$ cat src/rtl/assert_macros.svh
// assertion macros shared by the duty profile modulator rtl
// expects clk_i and rst_ni in the scope of every use
`ifndef ASSERT_MACROS_SVH
`define ASSERT_MACROS_SVH

// property checked on every rising edge outside reset
`define DPBP_ASSERT(lbl, prop, msg) \
  lbl: assert property (@(posedge clk_i) disable iff (!rst_ni) (prop)) else $error(msg);

// same-cycle implication
`define DPBP_ASSERT_IMPL(lbl, ante, cons, msg) \
  `DPBP_ASSERT(lbl, (ante) |-> (cons), msg)

// next-cycle implication
`define DPBP_ASSERT_NEXT(lbl, ante, cons, msg) \
  `DPBP_ASSERT(lbl, (ante) |=> (cons), msg)

`endif

$ cat src/rtl/dpbp_pkg.sv
// shared types, constants and helper functions of the duty profile modulator
// no dependencies; used by every module in rtl
`default_nettype none

package dpbp_pkg;

  localparam int unsigned SLOT_W  = 7;
  localparam int unsigned STEP_W  = 5;
  localparam int unsigned PCT_W   = 7;
  localparam int unsigned ERR_W   = 9;
  localparam int unsigned MODE_W  = 2;
  localparam int unsigned CFG_IDX_W  = 2;
  localparam int unsigned CFG_DATA_W = 7;

  localparam int unsigned SLOTS_PER_PERIOD = 100;
  localparam int unsigned COSINE_STEPS     = 10;
  localparam int unsigned SAW_STEPS        = 30;

  localparam logic [SLOT_W-1:0] SLOT_LAST = SLOT_W'(SLOTS_PER_PERIOD - 1);
  localparam logic [STEP_W:0]   COS_STEPS_C = (STEP_W+1)'(COSINE_STEPS);
  localparam logic [STEP_W:0]   SAW_STEPS_C = (STEP_W+1)'(SAW_STEPS);

  localparam logic [PCT_W-1:0] PCT_MAX      = PCT_W'(100);
  localparam logic [PCT_W-1:0] PEAK_RESET   = PCT_W'(82);

  // cosine coefficients, unsigned q1.24
  localparam int unsigned COS_FRAC   = 24;
  localparam int unsigned COS_COEF_W = 25;
  localparam int unsigned PROD_W     = COS_COEF_W + PCT_W;
  localparam logic [PROD_W:0] Q24_HALF = (PROD_W+1)'(2**(COS_FRAC-1));

  // floor(x / SAW_STEPS) as (x * SAW_RECIP) >> SAW_SHIFT, exact for x below 2^SAW_X_W
  localparam int unsigned SAW_X_W    = 13;
  localparam int unsigned SAW_SHIFT  = 20;
  localparam int unsigned SAW_RECIP_W = 16;
  localparam int unsigned SAW_PROD_W = SAW_X_W + SAW_RECIP_W;
  localparam logic [SAW_RECIP_W-1:0] SAW_RECIP =
    SAW_RECIP_W'((2**SAW_SHIFT + SAW_STEPS - 1) / SAW_STEPS);

  // profile modes; the unused code behaves as fixed
  localparam logic [MODE_W-1:0] MODE_FIXED    = 2'd0;
  localparam logic [MODE_W-1:0] MODE_COSINE   = 2'd1;
  localparam logic [MODE_W-1:0] MODE_SAWTOOTH = 2'd2;

  // configuration register indexes
  localparam logic [CFG_IDX_W-1:0] REG_PROFILE_MODE = 2'd0;
  localparam logic [CFG_IDX_W-1:0] REG_PEAK_PERCENT = 2'd1;

  typedef enum logic {
    KIND_REPORT,
    KIND_SLOT
  } kind_e;

  // slot engine to profile unit
  typedef struct packed {
    logic [STEP_W-1:0] step;
    logic              slot_zero;
  } prof_req_t;

  // profile unit to slot engine
  typedef struct packed {
    logic              ready;
    logic [PCT_W-1:0]  pct;
    logic [STEP_W-1:0] nstep;
  } prof_rsp_t;

  function automatic logic [STEP_W-1:0] step_advance(input logic [STEP_W-1:0] step,
                                                     input logic [MODE_W-1:0] mode);
    logic [STEP_W:0]   nxt;
    logic [STEP_W-1:0] res;
    nxt = {1'b0, step} + 1'b1;
    case (mode)
      MODE_COSINE:   res = (nxt >= COS_STEPS_C) ? '0 : nxt[STEP_W-1:0];
      MODE_SAWTOOTH: res = (nxt > SAW_STEPS_C) ? '0 : nxt[STEP_W-1:0];
      default:       res = '0;
    endcase
    return res;
  endfunction

  // step in range of the mode, otherwise restart at zero
  function automatic logic [STEP_W-1:0] step_normalize(input logic [STEP_W-1:0] step,
                                                       input logic [MODE_W-1:0] mode);
    logic [STEP_W-1:0] res;
    case (mode)
      MODE_COSINE:   res = ({1'b0, step} >= COS_STEPS_C) ? '0 : step;
      MODE_SAWTOOTH: res = ({1'b0, step} > SAW_STEPS_C) ? '0 : step;
      default:       res = '0;
    endcase
    return res;
  endfunction

  function automatic logic [COS_COEF_W-1:0] cos_coef(input logic [3:0] idx);
    logic [COS_COEF_W-1:0] c;
    case (idx)
      4'd0:    c = 25'd16777216;
      4'd1:    c = 25'd15175137;
      4'd2:    c = 25'd10980839;
      4'd3:    c = 25'd5796398;
      4'd4:    c = 25'd1602092;
      4'd5:    c = 25'd0;
      4'd6:    c = 25'd1602066;
      4'd7:    c = 25'd5796356;
      4'd8:    c = 25'd10980797;
      4'd9:    c = 25'd15175111;
      default: c = '0;
    endcase
    return c;
  endfunction

endpackage

`default_nettype wire

$ cat src/rtl/duty_profile_bresenham_pwm.sv
// duty_profile_bresenham_pwm: spreads the busy slots of each 100-slot period evenly
// with a bresenham accumulator, the period percentage taken from a fixed, cosine
// or sawtooth profile.
// input side: tick_i is taken as a transfer when push is high and full is low;
//   a tick of 1 advances one slot, a tick of 0 only reports the current state.
// result side: while empty is low the oldest result sits on the result ports and
//   leaves on a transfer with pop high. every input item gives one result.
// config: cfg_valid_i with cfg_index_i (0 profile_mode, 1 peak_percent), cfg_data_i;
//   cfg_ready_o is always high. write only while the block is idle; the block does
//   not enforce it. writes apply from the next period start; peaks over 100 saturate.
// path: an input item passes the front register, the queue and the result
//   register before its result is shown. throughput: one item per cycle while the
//   receiver pops; a period start waits for the two-stage percentage unit to
//   settle on the current registers, which only stalls after reset or a write.
// reset: counters and percentage cleared, mode fixed, peak 82, queues emptied.
// a stalled receiver fills the result register, then the queue, then raises full.
`default_nettype none

module duty_profile_bresenham_pwm #(
  parameter int unsigned QUEUE_DEPTH = 4
) (
  input  wire                                clk_i,
  input  wire                                rst_ni,
  input  wire                                push,
  output logic                               full,
  input  wire                                tick_i,
  output logic                               empty,
  input  wire                                pop,
  output logic                               busy_slot_o,
  output logic [dpbp_pkg::PCT_W-1:0]         period_percent_o,
  output logic [dpbp_pkg::SLOT_W-1:0]        slot_number_o,
  output logic [dpbp_pkg::STEP_W-1:0]        profile_index_o,
  output logic                               period_done_o,
  input  wire                                cfg_valid_i,
  output logic                               cfg_ready_o,
  input  wire [dpbp_pkg::CFG_IDX_W-1:0]      cfg_index_i,
  input  wire [dpbp_pkg::CFG_DATA_W-1:0]     cfg_data_i
);

  logic [dpbp_pkg::MODE_W-1:0] mode_q;
  logic [dpbp_pkg::PCT_W-1:0]  peak_q;

  logic                f_valid, f_ready, b_valid, b_ready;
  dpbp_pkg::kind_e     f_kind, b_kind;
  dpbp_pkg::prof_req_t prof_req;
  dpbp_pkg::prof_rsp_t prof_rsp;

  assign cfg_ready_o = 1'b1;

  always_ff @(posedge clk_i or negedge rst_ni) begin
    if (!rst_ni) begin
      mode_q <= dpbp_pkg::MODE_FIXED;
      peak_q <= dpbp_pkg::PEAK_RESET;
    end else if (cfg_valid_i) begin
      case (cfg_index_i)
        dpbp_pkg::REG_PROFILE_MODE: mode_q <= cfg_data_i[dpbp_pkg::MODE_W-1:0];
        dpbp_pkg::REG_PEAK_PERCENT:
          peak_q <= (cfg_data_i > dpbp_pkg::PCT_MAX) ? dpbp_pkg::PCT_MAX : cfg_data_i;
        default: ;
      endcase
    end
  end

  dpbp_front u_front (
    .clk_i     (clk_i),
    .rst_ni    (rst_ni),
    .push      (push),
    .full      (full),
    .tick_i    (tick_i),
    .q_valid_o (f_valid),
    .q_ready_i (f_ready),
    .q_kind_o  (f_kind)
  );

  dpbp_fifo #(
    .DEPTH (QUEUE_DEPTH)
  ) u_fifo (
    .clk_i      (clk_i),
    .rst_ni     (rst_ni),
    .wr_valid_i (f_valid),
    .wr_ready_o (f_ready),
    .wr_kind_i  (f_kind),
    .rd_valid_o (b_valid),
    .rd_ready_i (b_ready),
    .rd_kind_o  (b_kind)
  );

  dpbp_profile u_profile (
    .clk_i  (clk_i),
    .rst_ni (rst_ni),
    .mode_i (mode_q),
    .peak_i (peak_q),
    .req_i  (prof_req),
    .rsp_o  (prof_rsp)
  );

  dpbp_back u_back (
    .clk_i            (clk_i),
    .rst_ni           (rst_ni),
    .mode_i           (mode_q),
    .q_valid_i        (b_valid),
    .q_ready_o        (b_ready),
    .q_kind_i         (b_kind),
    .prof_req_o       (prof_req),
    .prof_rsp_i       (prof_rsp),
    .empty            (empty),
    .pop              (pop),
    .busy_slot_o      (busy_slot_o),
    .period_percent_o (period_percent_o),
    .slot_number_o    (slot_number_o),
    .profile_index_o  (profile_index_o),
    .period_done_o    (period_done_o)
  );

endmodule

`default_nettype wire

$ cat src/rtl/dpbp_front.sv
// front stage: takes tick items from the push side and tags them by kind
// depends on dpbp_pkg
`default_nettype none

module dpbp_front (
  input  wire                 clk_i,
  input  wire                 rst_ni,
  input  wire                 push,
  output logic                full,
  input  wire                 tick_i,
  output logic                q_valid_o,
  input  wire                 q_ready_i,
  output dpbp_pkg::kind_e     q_kind_o
);

  logic            v_q, v_d;
  dpbp_pkg::kind_e kind_q;
  logic            accept;

  assign full      = v_q && !q_ready_i;
  assign accept    = push && !full;
  assign v_d       = accept || (v_q && !q_ready_i);
  assign q_valid_o = v_q;
  assign q_kind_o  = kind_q;

  always_ff @(posedge clk_i or negedge rst_ni) begin
    if (!rst_ni) begin
      v_q <= 1'b0;
    end else begin
      v_q <= v_d;
    end
  end

  always_ff @(posedge clk_i) begin
    if (accept) begin
      kind_q <= tick_i ? dpbp_pkg::KIND_SLOT : dpbp_pkg::KIND_REPORT;
    end
  end

endmodule

`default_nettype wire

$ cat src/rtl/dpbp_fifo.sv
// short queue of classified items between the front stage and the slot engine
// depends on dpbp_pkg and assert_macros.svh
`default_nettype none
`include "assert_macros.svh"

module dpbp_fifo #(
  parameter int unsigned DEPTH = 4
) (
  input  wire              clk_i,
  input  wire              rst_ni,
  input  wire              wr_valid_i,
  output logic             wr_ready_o,
  input  dpbp_pkg::kind_e  wr_kind_i,
  output logic             rd_valid_o,
  input  wire              rd_ready_i,
  output dpbp_pkg::kind_e  rd_kind_o
);

  localparam int unsigned PW = (DEPTH > 1) ? $clog2(DEPTH) : 1;
  localparam int unsigned CW = $clog2(DEPTH + 1);
  localparam logic [PW-1:0] PTR_LAST = PW'(DEPTH - 1);
  localparam logic [CW-1:0] CNT_FULL = CW'(DEPTH);

  dpbp_pkg::kind_e mem [DEPTH];
  logic [PW-1:0] wr_ptr_q, rd_ptr_q;
  logic [CW-1:0] cnt_q;
  logic          do_wr, do_rd;

  assign wr_ready_o = (cnt_q != CNT_FULL);
  assign rd_valid_o = (cnt_q != '0);
  assign do_wr      = wr_valid_i && wr_ready_o;
  assign do_rd      = rd_valid_o && rd_ready_i;
  assign rd_kind_o  = mem[rd_ptr_q];

  always_ff @(posedge clk_i or negedge rst_ni) begin
    if (!rst_ni) begin
      wr_ptr_q <= '0;
      rd_ptr_q <= '0;
      cnt_q    <= '0;
    end else begin
      if (do_wr) begin
        wr_ptr_q <= (wr_ptr_q == PTR_LAST) ? '0 : wr_ptr_q + 1'b1;
      end
      if (do_rd) begin
        rd_ptr_q <= (rd_ptr_q == PTR_LAST) ? '0 : rd_ptr_q + 1'b1;
      end
      if (do_wr && !do_rd) begin
        cnt_q <= cnt_q + 1'b1;
      end else if (do_rd && !do_wr) begin
        cnt_q <= cnt_q - 1'b1;
      end
    end
  end

  always_ff @(posedge clk_i) begin
    if (do_wr) begin
      mem[wr_ptr_q] <= wr_kind_i;
    end
  end

  `DPBP_ASSERT(a_fifo_cnt_bound, cnt_q <= CNT_FULL, "queue count beyond depth")
  `DPBP_ASSERT_NEXT(a_fifo_fill, do_wr && !do_rd, cnt_q == $past(cnt_q) + 1'b1, "queue fill lost")

endmodule

`default_nettype wire

$ cat src/rtl/dpbp_profile.sv
// two-stage unit that works out the busy percentage of the coming period
// depends on dpbp_pkg
`default_nettype none

module dpbp_profile (
  input  wire                                  clk_i,
  input  wire                                  rst_ni,
  input  wire [dpbp_pkg::MODE_W-1:0]           mode_i,
  input  wire [dpbp_pkg::PCT_W-1:0]            peak_i,
  input  dpbp_pkg::prof_req_t                  req_i,
  output dpbp_pkg::prof_rsp_t                  rsp_o
);

  localparam int unsigned TAG_W = dpbp_pkg::STEP_W + dpbp_pkg::MODE_W + dpbp_pkg::PCT_W;

  logic [dpbp_pkg::STEP_W-1:0]      sel_step, nstep;
  logic [TAG_W-1:0]                 tag;
  logic [dpbp_pkg::COS_COEF_W-1:0]  mul_a;
  logic [dpbp_pkg::PROD_W-1:0]      prod_d;

  // stage 1
  logic                             s1_v_q;
  logic [TAG_W-1:0]                 s1_tag_q;
  logic [dpbp_pkg::STEP_W-1:0]      s1_nstep_q;
  logic [dpbp_pkg::MODE_W-1:0]      s1_mode_q;
  logic [dpbp_pkg::PCT_W-1:0]       s1_peak_q;
  logic [dpbp_pkg::PROD_W-1:0]      s1_prod_q;

  // stage 2
  logic [dpbp_pkg::PROD_W:0]        rnd;
  logic [dpbp_pkg::SAW_PROD_W-1:0]  saw_prod;
  logic [dpbp_pkg::PCT_W-1:0]       raw_pct, pct_d;
  logic                             s2_v_q;
  logic [TAG_W-1:0]                 s2_tag_q;
  logic [dpbp_pkg::PCT_W-1:0]       s2_pct_q;
  logic [dpbp_pkg::STEP_W-1:0]      s2_nstep_q;

  // mid-period the step of the next period is the advanced one
  always_comb begin
    sel_step = req_i.slot_zero ? req_i.step : dpbp_pkg::step_advance(req_i.step, mode_i);
    nstep    = dpbp_pkg::step_normalize(sel_step, mode_i);
    tag      = {sel_step, mode_i, peak_i};
    mul_a    = (mode_i == dpbp_pkg::MODE_COSINE) ?
               dpbp_pkg::cos_coef(nstep[3:0]) : dpbp_pkg::COS_COEF_W'(nstep);
    prod_d   = dpbp_pkg::PROD_W'(mul_a) * dpbp_pkg::PROD_W'(peak_i);
  end

  always_comb begin
    rnd      = {1'b0, s1_prod_q} + dpbp_pkg::Q24_HALF;
    saw_prod = dpbp_pkg::SAW_PROD_W'(s1_prod_q[dpbp_pkg::SAW_X_W-1:0]) *
               dpbp_pkg::SAW_PROD_W'(dpbp_pkg::SAW_RECIP);
    case (s1_mode_q)
      dpbp_pkg::MODE_COSINE:
        raw_pct = rnd[dpbp_pkg::COS_FRAC+dpbp_pkg::PCT_W-1:dpbp_pkg::COS_FRAC];
      dpbp_pkg::MODE_SAWTOOTH:
        raw_pct = saw_prod[dpbp_pkg::SAW_SHIFT+dpbp_pkg::PCT_W-1:dpbp_pkg::SAW_SHIFT];
      default:
        raw_pct = s1_peak_q;
    endcase
    pct_d = (raw_pct > dpbp_pkg::PCT_MAX) ? dpbp_pkg::PCT_MAX : raw_pct;
  end

  always_ff @(posedge clk_i or negedge rst_ni) begin
    if (!rst_ni) begin
      s1_v_q <= 1'b0;
      s2_v_q <= 1'b0;
    end else begin
      s1_v_q <= 1'b1;
      s2_v_q <= s1_v_q;
    end
  end

  always_ff @(posedge clk_i) begin
    s1_tag_q   <= tag;
    s1_nstep_q <= nstep;
    s1_mode_q  <= mode_i;
    s1_peak_q  <= peak_i;
    s1_prod_q  <= prod_d;
    s2_tag_q   <= s1_tag_q;
    s2_pct_q   <= pct_d;
    s2_nstep_q <= s1_nstep_q;
  end

  // result only counts once it was worked out from the inputs now in force
  assign rsp_o.ready = s2_v_q && (s2_tag_q == tag);
  assign rsp_o.pct   = s2_pct_q;
  assign rsp_o.nstep = s2_nstep_q;

endmodule

`default_nettype wire

$ cat src/rtl/dpbp_back.sv
// slot engine: bresenham error accumulator, slot and step counters, result register
// depends on dpbp_pkg and assert_macros.svh
`default_nettype none
`include "assert_macros.svh"

module dpbp_back (
  input  wire                              clk_i,
  input  wire                              rst_ni,
  input  wire [dpbp_pkg::MODE_W-1:0]       mode_i,
  input  wire                              q_valid_i,
  output logic                             q_ready_o,
  input  dpbp_pkg::kind_e                  q_kind_i,
  output dpbp_pkg::prof_req_t              prof_req_o,
  input  dpbp_pkg::prof_rsp_t              prof_rsp_i,
  output logic                             empty,
  input  wire                              pop,
  output logic                             busy_slot_o,
  output logic [dpbp_pkg::PCT_W-1:0]       period_percent_o,
  output logic [dpbp_pkg::SLOT_W-1:0]      slot_number_o,
  output logic [dpbp_pkg::STEP_W-1:0]      profile_index_o,
  output logic                             period_done_o
);

  logic [dpbp_pkg::SLOT_W-1:0]   slot_q;
  logic [dpbp_pkg::STEP_W-1:0]   step_q, step_eff, step_nxt;
  logic [dpbp_pkg::PCT_W-1:0]    cur_q, pct_eff;
  logic signed [dpbp_pkg::ERR_W-1:0] err_q;
  logic signed [dpbp_pkg::ERR_W:0]   two_p, err_base, delta, err_sum;
  logic                          slot_zero, is_slot, busy, done, out_free, take, adv;

  logic                          out_v_q;
  logic                          out_busy_q, out_done_q;
  logic [dpbp_pkg::PCT_W-1:0]    out_pct_q;
  logic [dpbp_pkg::SLOT_W-1:0]   out_slot_q;
  logic [dpbp_pkg::STEP_W-1:0]   out_step_q;

  assign slot_zero = (slot_q == '0);
  assign is_slot   = (q_kind_i == dpbp_pkg::KIND_SLOT);
  assign out_free  = !out_v_q || pop;
  // a period start waits for its percentage
  assign take      = q_valid_i && out_free && (!is_slot || !slot_zero || prof_rsp_i.ready);
  assign adv       = take && is_slot;
  assign q_ready_o = out_free && (!is_slot || !slot_zero || prof_rsp_i.ready);

  assign prof_req_o.step      = step_q;
  assign prof_req_o.slot_zero = slot_zero;

  always_comb begin
    pct_eff  = slot_zero ? prof_rsp_i.pct : cur_q;
    step_eff = slot_zero ? prof_rsp_i.nstep : step_q;
    two_p    = signed'({2'b00, pct_eff, 1'b0});
    err_base = slot_zero ? (two_p - 10'sd100) : {err_q[dpbp_pkg::ERR_W-1], err_q};
    busy     = (err_base > 10'sd0);
    delta    = busy ? (two_p - 10'sd200) : two_p;
    err_sum  = err_base + delta;
    done     = (slot_q == dpbp_pkg::SLOT_LAST);
    step_nxt = done ? dpbp_pkg::step_advance(step_eff, mode_i) : step_eff;
  end

  always_ff @(posedge clk_i or negedge rst_ni) begin
    if (!rst_ni) begin
      slot_q  <= '0;
      step_q  <= '0;
      cur_q   <= '0;
      err_q   <= '0;
      out_v_q <= 1'b0;
    end else begin
      if (adv) begin
        slot_q <= done ? '0 : slot_q + 1'b1;
        step_q <= step_nxt;
        cur_q  <= pct_eff;
        err_q  <= signed'(err_sum[dpbp_pkg::ERR_W-1:0]);
      end
      out_v_q <= take || (out_v_q && !pop);
    end
  end

  always_ff @(posedge clk_i) begin
    if (take) begin
      if (is_slot) begin
        out_busy_q <= busy;
        out_pct_q  <= pct_eff;
        out_step_q <= step_eff;
        out_done_q <= done;
      end else begin
        out_busy_q <= 1'b0;
        out_pct_q  <= cur_q;
        out_step_q <= step_q;
        out_done_q <= 1'b0;
      end
      out_slot_q <= slot_q;
    end
  end

  assign empty            = !out_v_q;
  assign busy_slot_o      = out_busy_q;
  assign period_percent_o = out_pct_q;
  assign slot_number_o    = out_slot_q;
  assign profile_index_o  = out_step_q;
  assign period_done_o    = out_done_q;

  `DPBP_ASSERT(a_slot_range, slot_q <= dpbp_pkg::SLOT_LAST, "slot counter out of range")
  `DPBP_ASSERT(a_err_range, (err_q > -9'sd200) && (err_q <= 9'sd200), "error accumulator drift")
  `DPBP_ASSERT_NEXT(a_period_wrap, adv && done, slot_q == '0, "period did not wrap")

endmodule

`default_nettype wire
$ cat config.mk
export PLATFORM = sky130hd
export DESIGN_NAME = duty_profile_bresenham_pwm
export DESIGN_NICKNAME = d
export VERILOG_FILES = /design/src/rtl/dpbp_pkg.sv /design/src/rtl/duty_profile_bresenham_pwm.sv /design/src/rtl/dpbp_front.sv /design/src/rtl/dpbp_fifo.sv /design/src/rtl/dpbp_profile.sv /design/src/rtl/dpbp_back.sv
export VERILOG_INCLUDE_DIRS = /design/src /design/src/rtl
export SDC_FILE = /design/constraint.sdc
export NUM_CORES = 1
export LEC_CHECK = 0
export BUFFER_PORTS_ARGS = -buffer_cell sky130_fd_sc_hd__buf_2
export CAP_MARGIN = 20
export CELL_PAD_IN_SITES_DETAIL_PLACEMENT = 1
export CELL_PAD_IN_SITES_GLOBAL_PLACEMENT = 2
export CORE_MARGIN = 2
export CORE_UTILIZATION = 38
export CTS_CLUSTER_SIZE = 8
export DETAILED_ROUTE_END_ITERATION = 16
export HOLD_SLACK_MARGIN = 0.06
export MAX_ROUTING_LAYER = met4
export PLACE_DENSITY = 0.9
export SLEW_MARGIN = 5
export SYNTH_ARGS = -nofsm -noshare
export SYNTH_HDL_FRONTEND = slang
export SYNTH_SLANG_ARGS = --single-unit
$ cat constraint.sdc
create_clock -name clk_i -period 8.2 [get_ports clk_i]
set_clock_uncertainty 0.05 [all_clocks]
set_input_delay 1.64 -clock clk_i [delete_from_list [all_inputs] [get_ports clk_i]]
set_output_delay 1.64 -clock clk_i [all_outputs]
set_load 0.005 [all_outputs]
==> impl_metrics.toml, run 1 <==
[final_layout]
final_cells = 1946
stdcell_area_um2 = 15300
final_nets = 1754
drive_gt1_share_pct = 19.0
area_growth_pct = 17.3

[critical_path]
cp-start-kind = "flip-flop"
crit_path_top_delay_cell = "fa_1"
crit_path_frequent_cell = "inv_1"
required_ps = 8450
max_stage_delay_ps = 570
endpoint_kind = "flip-flop"
critPathKind = "flip-flop to flip-flop"
crit_arrival_ps = 8160
worstPathMaxFanout = 10

[cts]
cts_buffer_depth = 2
cts-root-buf = "clkbuf_16"
cts.sinks = 140
worstSkewPairLatency_ps = 430
clk_pin_slew_ps = 60
cts_buffers = 17
cts_tree = "done"
htreeDepth = 4

[global_routing]
grt_max_degree = 49
grt-ovfl-total = 0
grt_pass1_wl_um = 60600
antenna_found_initial = 1
grt_usage_pct = 22.1
grt_pass1_vias = 11400

[run]
max_cap_violations = 0

[die]
ioPinCount = 39
fp.dieArea_um2 = 35900
die_x_um = 189
die_h_um = 189
coreArea_um2 = 33700
rows = 67
initial_core_util_pct = 38.8

[route]
ant_nets = 0
drc_errors = 0
wl_per_cell_um = 19.4
routed-via-count = 10500
drtPass1Iterations = 5
drt_first_iter_violations = 546
vias_per_cell = 5.41
wl_um = 37800

[sta]
fin_crit_sh_pct = 96.5
setup_viol_count_final = 0
drv_slew = 0
slew_headroom_pct = 35.5
max_slew.worst_pin.slew_ps = 966
fin_crit_ps = 7910
hold_viol_final = 0
fmax_ghz = 0.126

[synthesis]
yosysUniqueCellTypes = 99
synth_area_um2 = 13100
synthTopCellsByCount = "inv_1 (207), ha_1 (141), fa_1 (114), nand2_1 (84), dfxtp_1 (66)"
netlist_instances = 1355
syn_avg_cell_area_um2 = 9.64
ys.flop_type = "dfxtp_1"
async_reset_ff_share_pct = 34.3
synth_edf_count = 26
synth_area_leader_cell = "fa_1"
synth.most_common_cell = "inv_1"
seq_area_frac_synth_pct = 25.3
synth_warnings = 0
yosys-top-cells-area = "fa_1 (17%), ha_1 (13%), dfxtp_1 (10%)"
yosysTopAreaCellShare_pct = 17.5
ys_seq_elements = 140

[power]
powerDensity_nw_per_um2 = 321
ir_worst_vdd_uv = 178
power_leakage_nw = 7.61

[status]
status = "finished clean"

[place]
place_area_um2 = 14400
gp_congestion = 0.945
dp.cells = 1906
hpwl_um = 29900
portBuffers = 37

[worst_hold_path]
hp-class = "flip-flop to flip-flop"
flip-flops by register name (all words and copies together), names as in the netlist, 7 cells and up:
name and count:
u_profile.s2_tag_q 14, u_profile.s1_tag_q 14, u_back.err_q 9, peak_q 7
u_back.slot_q 7, u_back.cur_q 7, u_back.period_percent_o 7, u_back.slot_number_o 7
u_profile.s2_pct_q 7, u_profile.s1_prod_q 21
worst paths after layout:
check	from	end	slack [ps]	cells past startpoint
worst max-delay path	u_back.step_q[0]	u_profile.s1_prod_q[23]	290	30
worst min-delay path	u_profile.s1_tag_q[9]	u_profile.s2_tag_q[9]	280	0
worst max register to register	u_back.step_q[0]	u_profile.s1_prod_q[23]	290	30
worst min register to register	u_profile.s1_tag_q[9]	u_profile.s2_tag_q[9]	280	0
max in group asynchronous	rst_ni	u_back.step_q[1]	6300	2
min in group asynchronous	rst_ni	u_back.err_q[7]	1290	2
through the flow:
stage               TNS, ps  setup WS (ps)  utilization, %  power, mW  hold WS, ps
detailed placement     -555           -158            42.8       4.02          265
finish                    0            287            45.5       4.92          279
floorplan                 0           41.8               -       3.03          260
global route          -94.1          -49.1            45.5       5.33          281
CTS                       0           3.60            44.7       4.85          280
global placement      -28.5          -28.5            42.8       3.89          261
where the power goes:
part	total (mW)	internal, mW	switching, mW
registers	1.19	0.969	0.218
clock network	0.779	0.473	0.307
logic	2.96	1.24	1.72
total	4.92	2.68	2.24
cell type report:
class / instances / area, um^2
repair buffers: 146 / 1010
fillers: 3881 / 18400
flip-flops and latches: 140 / 3310
inverters: 211 / 797
clock buffers: 23 / 478
diodes: 1 / 2.50
multi-input cells: 968 / 9070
well taps: 448 / 561
clock inverters: 9 / 108
cells by family (layout without fill, tap and decap cells):
| logic type | count (synthesis) | count (layout) | share of synthesized area (%) |
|---|---|---|---|
| buffers and inverters | 248 | 389 | 7.45 |
| DFF | 140 | 140 | 25.3 |
| muxes | 33 | 33 | 2.88 |
| adders and majority gates | 255 | 255 | 31.0 |
| AOI/OAI and AO/OA | 270 | 270 | 15.1 |
| xor gates and xnor gates | 67 | 67 | 4.60 |
| other | 1 | 3 | 0.0287 |
| and+or+nand+nor | 341 | 341 | 13.7 |
repair_timing:
item | CTS | global route
pin swaps | 3 | 18
hold buffers | 0 | 0
setup endpoints to repair | 6 | 7
buffers inserted | 3 | 3
gates resized for setup | 8 | 48
metal layers:
layer	GRT usage (%)	vias up	part of all wire, %
met3	2.87	49	3.3
met5	-	-	0
met2	37.3	196	50
li1	-	4895	-
met4	5.49	0	1.5
met1	28.1	5383	45
layout by cell type (no fill, tap or decap), types with 8 or more instances in the layout:
cell type,n
mux2i_1,8
a21boi_0,8
ha_1,136
clkbuf_16,17
nand2_1,82
and2_1,26
nor3_1,16
o21ai_0,52
nor2b_1,13
nor2_1,54
a31oi_1,8
buf_4,106
fa_1,112
inv_1,204
dfxtp_1,66
dfrtp_1,43
a21o_1,20
o21bai_1,8
xnor2_1,39
and3_1,20
a21oi_1,55
xor2_1,25
buf_2,37
nand2b_1,19
edfxtp_1,26
mux2_2,23
nand3_1,42
nand4_1,17
worst max-delay path: cells and delay by family, from the launching register on:
kind / cells / cell delay [ps]
flip-flops: 1 / 430
buffers and inverters: 8 / 880
adder cells (fa/ha/maj): 6 / 2510
AO/OA/AOI/OAI: 11 / 2540
XOR/XNOR: 1 / 320
AND/OR/NAND/NOR: 4 / 1060
Note: power is estimated with default switching activity, not from simulation.
==> inputs of run 2 (changes only) <==
CORE_UTILIZATION = 42   (was 38)
PLACE_DENSITY = 0.94   (was 0.9)
clock period = 9 ns   (was 8.2 ns; I/O delays follow)
==> run 2 against run 1 <==
Net effect: wire length is 1.6% lower; sequential cell count stayed put; core utilization grew 2.2 points; worst hold slack got worse by 6.4 ps; first-iteration DRC count increased by 7.9%; global-route usage grew 1.7 points; via count fell by 1.9%; highest routed layer unchanged; clock power shrank 0.9%; clock-buffer cell count shrank 5; sequential share of layout area rose by 1.1 points; die area decreased by 9.3%; combinational power decreased by 16%.
==> impl_metrics.toml, run 2 (synthesis results as in run 1) <==
[power]
powerDensity_nw_per_um2 = 299
power_leakage_nw = 7.26
ir_worst_vdd_uv = 161
fin_total_pwr_mw = 4.37

[sta]
fin_crit_sh_pct = 94.4
setup_slack_ps = 508
setup_viol_count_final = 0
hold_viol_final = 0
slew_headroom_pct = 33.3
fin_crit_ps = 8490
max_slew.worst_pin.slew_ps = 1000
drv_slew = 0
fmax_ghz = 0.118
setup-tns-final_ps = 0

[cts]
cts.sinks = 140
htreeDepth = 4
cts_buffers = 17
cts-root-buf = "clkbuf_16"
cts_buffer_depth = 2
clk_pin_slew_ps = 70
cts_tree = "done"
worstSkewPairLatency_ps = 430
hold_buffers = 0

[final_layout]
final_cell_mix = "inv_1 (207), ha_1 (138), fa_1 (114)"
fillers = 3484
regMostFlops = "u_profile.s1_prod_q"
drive_gt1_share_pct = 13.3
final_cells = 1824
final_common_cell = "inv_1"
final_nets = 1684
area_growth_pct = 11.8
largest_reg_flops = 21
reg_top3 = "u_profile.s1_prod_q: 21 flops, u_profile.s1_tag_q: 14 flops, u_profile.s2_tag_q: 14 flops"
postLayoutCoreUtil_pct = 47.7

[route]
drc_errors = 0
drt_first_iter_violations = 589
vias_per_cell = 5.66
routed-via-count = 10300
drtPass1Iterations = 5
ant_nets = 0
wl_per_cell_um = 20.4
wl_um = 37200

[critical_path]
crit_arrival_ps = 8760
crit_path_frequent_cell = "inv_1"
timing.rr.end = "u_profile.s1_prod_q[30]"
r2r_cells = 31
crit_path_end = "u_profile.s1_prod_q[30]"
crit_path_top_delay_cell = "or4_4"
cp-start-kind = "flip-flop"
required_ps = 9260
r2r_setup_slack_ps = 510
critPathKind = "flip-flop to flip-flop"
max_stage_delay_ps = 540
rr_startpoint = "u_back.slot_q[0]"
crit_start = "u_back.slot_q[0]"
endpoint_kind = "flip-flop"
worstPathMaxFanout = 7

[place]
gp_congestion = 0.941
place_ws_ps = 284
dp.cells = 1786
portBuffers = 37
hpwl_um = 28800

[global_routing]
grt_usage_pct = 23.8
grt_max_degree = 49
grt_pass1_wl_um = 60100
antenna_found_initial = 1
grt-ovfl-total = 0
grt_pass1_vias = 11200

[worst_hold_path]
hp-class = "flip-flop to flip-flop"
holdPathStages = 0

[die]
fp.dieArea_um2 = 32500
die_x_um = 180
initial_core_util_pct = 42.7
coreArea_um2 = 30600
rows = 64
ioPinCount = 39
die_h_um = 180

[run]
max_cap_violations = 0

[status]
status = "finished clean"
[run 2: changes by cell type in the layout (fill, tap and decap cells not counted), moves of 3 or more]
cell,previous run,this run
nand3_1,42,45
inv_1,204,207
clkbuf_8,3,0
nand3_2,4,1
buf_4,106,36
inv_2,5,2
inv_6,1,6
ha_4,4,0
[run 2: worst min-delay path by stage]
stage / from / endpoint / slack, ps
floorplan: u_profile.s1_nstep_q[0] / u_profile.s2_nstep_q[0] / 260
global placement: u_profile.s1_tag_q[13] / u_profile.s2_tag_q[13] / 260
detailed placement: u_profile.s1_tag_q[10] / u_profile.s2_tag_q[10] / 260
CTS: u_profile.s1_nstep_q[0] / u_profile.s2_nstep_q[0] / 280
global route: u_profile.s1_nstep_q[4] / u_profile.s2_nstep_q[4] / 290
finish: u_profile.s1_nstep_q[0] / u_profile.s2_nstep_q[0] / 270
[run 2: power breakdown]
group | leakage [nW] | switching [mW] | internal [mW]
combinational | 5.58 | 1.51 | 0.990
clock | 0.303 | 0.302 | 0.470
sequential | 1.38 | 0.216 | 0.882
total | 7.26 | 2.03 | 2.34
[run 2: area by class of cell]
cell class / instances / area, um^2 / share of cell area [%]
Antenna cell: 1 / 2.50 / 0.0171
Tap cell: 396 / 495 / 3.39
Clock inverter: 14 / 205 / 1.40
Clock buffer: 18 / 429 / 2.94
Timing Repair Buffer: 76 / 485 / 3.32
Multi-Input combinational cell: 968 / 8880 / 60.8
Inverter: 211 / 797 / 5.46
Sequential cell: 140 / 3310 / 22.6
[run 2: worst max-delay path: cells and delay by family, from the launching register on]
family	cells	cell delay, ps
compound gates	9	2020
fa+ha+maj	7	2780
buf+inv	7	650
simple gates	7	2040
flops	1	450
xor+xnor	1	400
[run 2: stage by stage]
step / area, um^2 / hold WS, ps
global placement: 13800 / 262
global route: 14600 / 289
finish: 14600 / 272
CTS: 14500 / 277
detailed placement: 13800 / 263
floorplan: 13100 / 260
[run 2: layer usage]
| metal | share of wire, % | up-vias | global-route usage, % |
|---|---|---|---|
| met5 | 0 | - | - |
| met4 | 2.2 | 0 | 7.10 |
| met3 | 3.7 | 66 | 2.89 |
| met2 | 51 | 266 | 40.6 |
| met1 | 44 | 5242 | 29.7 |
| li1 | - | 4753 | - |
[run 2: repair_timing]
item / CTS / global route
resized for setup: 0 / 19
buffers inserted: 0 / 3
setup endpoints to repair: 0 / 7
